===== src/design/assert_macros.svh =====
// ----------------------------------------------------------------------------
// assert_macros.svh
// Assertion shorthands shared by the RTL; empty when SYNTHESIS is set.
// ----------------------------------------------------------------------------
`ifndef ASSERT_MACROS_SVH
`define ASSERT_MACROS_SVH

`ifndef SYNTHESIS
// Check a condition at every clock edge outside reset.
`define ASSERT_ALWAYS(label, clk, rst, expr) \
  label: assert property (@(posedge clk) disable iff (rst) (expr)) \
    else $error("assertion failed: condition does not hold");
// Check that a condition leads to a consequence in the same cycle.
`define ASSERT_IMPLY(label, clk, rst, ante, cons) \
  label: assert property (@(posedge clk) disable iff (rst) (ante) |-> (cons)) \
    else $error("assertion failed: implication does not hold");
// Check that a condition leads to a consequence in the next cycle.
`define ASSERT_NEXT(label, clk, rst, ante, cons) \
  label: assert property (@(posedge clk) disable iff (rst) (ante) |=> (cons)) \
    else $error("assertion failed: next-cycle implication does not hold");
`else
`define ASSERT_ALWAYS(label, clk, rst, expr)
`define ASSERT_IMPLY(label, clk, rst, ante, cons)
`define ASSERT_NEXT(label, clk, rst, ante, cons)
`endif

`endif


===== src/design/irc_pkg.sv =====
`timescale 1ns / 1ps
// ----------------------------------------------------------------------------
// irc_pkg
// Shared widths, op codes, sequencer states and helpers for the
// reachability/conflict block.
// ----------------------------------------------------------------------------
package irc_pkg;

  localparam int NODE_W    = 6;
  localparam int MAX_NODES = 64;
  localparam int OP_W      = 2;

  typedef enum logic [OP_W-1:0] {
    OP_SUBSET = 2'd0,
    OP_FORBID = 2'd1,
    OP_EQUAL  = 2'd2
  } op_t;

  typedef enum logic [3:0] {
    S_IDLE,
    S_RDA,
    S_RDB,
    S_EVAL,
    S_SWEEP,
    S_POST,
    S_CYC_RD,
    S_CYC_CHK,
    S_FINISH
  } state_t;

  // Index of the lowest set bit, found by halving the word six times.
  function automatic logic [NODE_W-1:0] lowest_set(input logic [MAX_NODES-1:0] v);
    logic [MAX_NODES-1:0] x;
    logic [MAX_NODES-1:0] mask;
    logic [NODE_W-1:0]    idx;
    x   = v;
    idx = '0;
    for (int k = NODE_W - 1; k >= 0; k--) begin
      mask = (MAX_NODES'(1) << (1 << k)) - MAX_NODES'(1);
      if ((x & mask) == '0) begin
        idx[k] = 1'b1;
        x      = x >> (1 << k);
      end
    end
    return idx;
  endfunction

endpackage


===== src/design/irc_row_mem.sv =====
`timescale 1ns / 1ps
// ----------------------------------------------------------------------------
// irc_row_mem
// One-write, one-read row memory with registered read data. A row valid bit
// per entry makes every row read as zero until it is first written.
// ----------------------------------------------------------------------------
module irc_row_mem #(
  parameter int DEPTH = irc_pkg::MAX_NODES,
  parameter int WIDTH = irc_pkg::MAX_NODES
) (
  input  logic                     clk,
  input  logic                     rst,
  input  logic                     we,
  input  logic [$clog2(DEPTH)-1:0] waddr,
  input  logic [WIDTH-1:0]         wdata,
  input  logic [$clog2(DEPTH)-1:0] raddr,
  output logic [WIDTH-1:0]         rdata
);

  logic [WIDTH-1:0] mem [DEPTH];
  logic [DEPTH-1:0] row_vld;
  logic [WIDTH-1:0] rd_q;
  logic             rd_vld;

  // Write the row and register the read data.
  always_ff @(posedge clk) begin
    if (we) begin
      mem[waddr] <= wdata;
    end
    rd_q <= mem[raddr];
  end

  // Track written rows; reset makes the whole array read as zero.
  always_ff @(posedge clk) begin
    if (rst) begin
      row_vld <= '0;
      rd_vld  <= 1'b0;
    end else begin
      rd_vld <= row_vld[raddr];
      if (we) begin
        row_vld[waddr] <= 1'b1;
      end
    end
  end

  assign rdata = rd_vld ? rd_q : '0;

endmodule


===== config.mk =====
export PLATFORM = sky130hd
export DESIGN_NAME = irc_row_mem
export DESIGN_NICKNAME = d
export VERILOG_FILES = /design/src/design/assert_macros.svh /design/src/design/irc_pkg.sv /design/src/design/irc_row_mem.sv
export SDC_FILE = /design/constraint.sdc
export NUM_CORES = 2
export LEC_CHECK = 0
export ABC_CLOCK_PERIOD_IN_PS = 11400
export BUFFER_PORTS_ARGS = -buffer_cell sky130_fd_sc_hd__clkbuf_2
export CORE_MARGIN = 2
export CORE_UTILIZATION = 65
export CTS_CLUSTER_DIAMETER = 100
export CTS_CLUSTER_SIZE = 28
export DETAILED_ROUTE_END_ITERATION = 6
export PLACE_DENSITY = 0.82
export SLEW_MARGIN = 5
export SYNTH_ARGS = -nofsm -noshare
export SYNTH_HDL_FRONTEND = slang
export SYNTH_SLANG_ARGS = --single-unit

===== constraint.sdc =====
create_clock -name clk -period 11.4 [get_ports clk]
set_input_delay 2.28 -clock clk [delete_from_list [all_inputs] [get_ports clk]]
set_output_delay 2.28 -clock clk [all_outputs]
set_load 0.02 [all_outputs]

==> metrics <==
peak supply drop 188.8 uV; status complete, no violations; R2R depth 5; post-synth top area share 0.7702; cts repair resizes 0; Post-Syn Instances 6983; Synth Cell Area 159700 sq um; worst hold path cell count 2; Slew @ Worst Pin 1318 ps; clock latency on the worst-skew pair 930 ps; antenna violations before repair 20; Crit-path slowest cell buf_4; Yosys cell types 42; async set-reset flop share out of synthesis 0; ranking of synthesized cells by area edfxtp_1, mux4_2, mux2i_1; Worst EP required 12190 ps; Rel. slew slack 0.1216; commonest cells in the netlist edfxtp_1, mux4_2, mux2i_1; grt total ovfl 0; most frequent cell after synthesis edfxtp_1; register area share after synthesis 0.7863; num rows 181; Max FO, Critical Path 129; vias in the first global route 78230; Crit path buffers/inverters 3; setup TNS 0 ps; Via Count 78080; setup repair after global routing missed its margin no; YS warnings 0; crit path kind in2reg; initial detailed-routing violation count 13620; Port Buf Inserts 142; Total Wirelength 413700 microns; Leak 0.05213 uW; max frequency 0.1809 GHz; max-slew violations 0; FF-to-FF setup slack 9330 ps; final setup violation count 0; routed vias/inst 7.478; Tmin final 5527 ps; Tightest Hold Check Type reg2reg; max_cap viols 0; Hold Buf Count CTS 0; leading area contributor after synthesis edfxtp_1; Seq. cell area 125600 sq um; critical path's largest stage delay 980 ps; TritonCTS Sinks 4225; multi-input logic area 32710 sq um; routed length per instance 39.62 microns; TritonCTS clock tree yes; Detailed Routing Iterations Pass 1 5; HPWL after DPL 211100 microns; global-route total usage across every layer 0.3338; crit path launch type input port; DIE AREA 249700 sq um; clock root buffer clkbuf_16; GPL Wtd Cong 0.8139; Area Growth Syn to Fin 6.196%; clk slew on worst S/H paths 100 ps; reg-to-reg startpoint mem[28][60]; Hold EP row_vld[32]; first-pass GRT wire length 580000 microns; share of layout cells above drive strength 1 0.2351; critical hold path startpoint row_vld[32]; Synth Net Count 7062; die width 499.7 microns; CTS buffer count 168; Clock Skews 52.12 ps; top_reg_cell synth edfxtp_1; number of synthesized flops with an enable pin 4096; pin count of the biggest net entering global routing 130; H-tree level count 4; Detail Route Antenna Nets 0; Syn Area/Cell 22.87 sq um; CTS Buffer Depth 3; reg2reg end rd_q[60]; Crit path max-delay family buffers and inverters; PwrDens 153.4 nW/um^2; Final Hold Vio Count 0; crit path cell chain buf_8, buf_12, nand2b_1, or2_4, buf_4, o221ai_1, a221o_1, o221a_1; Fillers 13520; Post-CTS Setup Inserts 0; drc violations 0; Worst setup EP type flop; Core Region 243700 sq um; fin crit share 0.4848; IO Pins 143; Initial Util 0.6554; WHS 483.8 ps; nets@finish 7167; Die H 499.7 microns; CP arrival 6320 ps; FF+latch count, synth 4225
## routing by layer
metal	routed length [microns]	GRT usage
met1	133200	0.4491
met2	198800	0.5271
met3	57620	0.07608
met4	23630	0.1615
met5	443	0.005981
## placed cells by master (no fill, tap or decap), types with 50 or more instances in the layout
cell / n
edfxtp_1: 4096
mux4_2: 981
mux2i_1: 331
nor2_1: 256
buf_4: 175
clkbuf_16: 172
o22ai_1: 140
clkbuf_2: 138
clkbuf_1: 128
dfxtp_1: 128
mux2_2: 111
o221ai_1: 70
and2_1: 65
nor2_4: 61
a221oi_1: 50
## how the worst max path moves through the flow
stage	startpoint	endpoint	slack (ps)	cells past startpoint
6_report	raddr[2]	rd_q[63]	5870	8
5_1_grt	raddr[2]	rd_q[63]	5980	8
4_1_cts	raddr[2]	rd_q[63]	6120	8
3_5_place_dp	raddr[2]	rd_q[34]	5160	9
3_3_place_gp	raddr[2]	rd_q[34]	5160	9
2_1_floorplan	we	mem[40][0]	3680	3
## registers in the layout, summed over array words and instances (netlist names)
| name | cells |
|---|---|
| rd_q | 64 |
| row_vld | 64 |
| mem | 4096 |
| rd_vld | 1 |
## logic make-up after synthesis
group                  count (synthesis)  synth area share
DFF                                 4225            0.7863
muxes                               1423            0.1669
and+or+nand+nor                      534           0.01552
AOI/OAI and AO/OA                    407           0.01909
buffers and inverters                394           0.01215
## per-stage QoR
| stage | area, sq um | setup slack, ps | utilization | cells | total power, uW |
|---|---|---|---|---|---|
| 2_1_floorplan | 159700 | 3676 | - | 6983 | 18360 |
| 3_5_place_dp | 164600 | 5164 | 0.6755 | 10120 | 18950 |
| 6_report | 169600 | 5873 | 0.6960 | 10440 | 26020 |
| 4_1_cts | 169600 | 6120 | 0.6959 | 10430 | 26020 |
| 5_1_grt | 169600 | 5981 | 0.6959 | 10440 | 26540 |
| 3_3_place_gp | 164600 | 5160 | 0.6755 | 10120 | 18890 |
## where the power goes
group          internal [uW]  total [uW]  switching (uW)
logic                    524        1400             878
registers              17200       17200            72.4
clock network           2920        7400            4480
## cell type report
cell class              instances  area share
clock inverters                12    0.001180
multi-input cells            2364      0.1929
clock buffers                 300     0.02821
flip-flops and latches       4225      0.7405
repair buffers                328     0.01350
well taps                    3202     0.02362
inverters                       1  0.00002213
diodes                          9   0.0001328
## worst min-delay path: cells and delay by family, from the launching register on
family,cells,cell delay [ps]
flip-flops,1,340
AND/OR/NAND/NOR,2,120
Power figures use the tool's default switching activity.
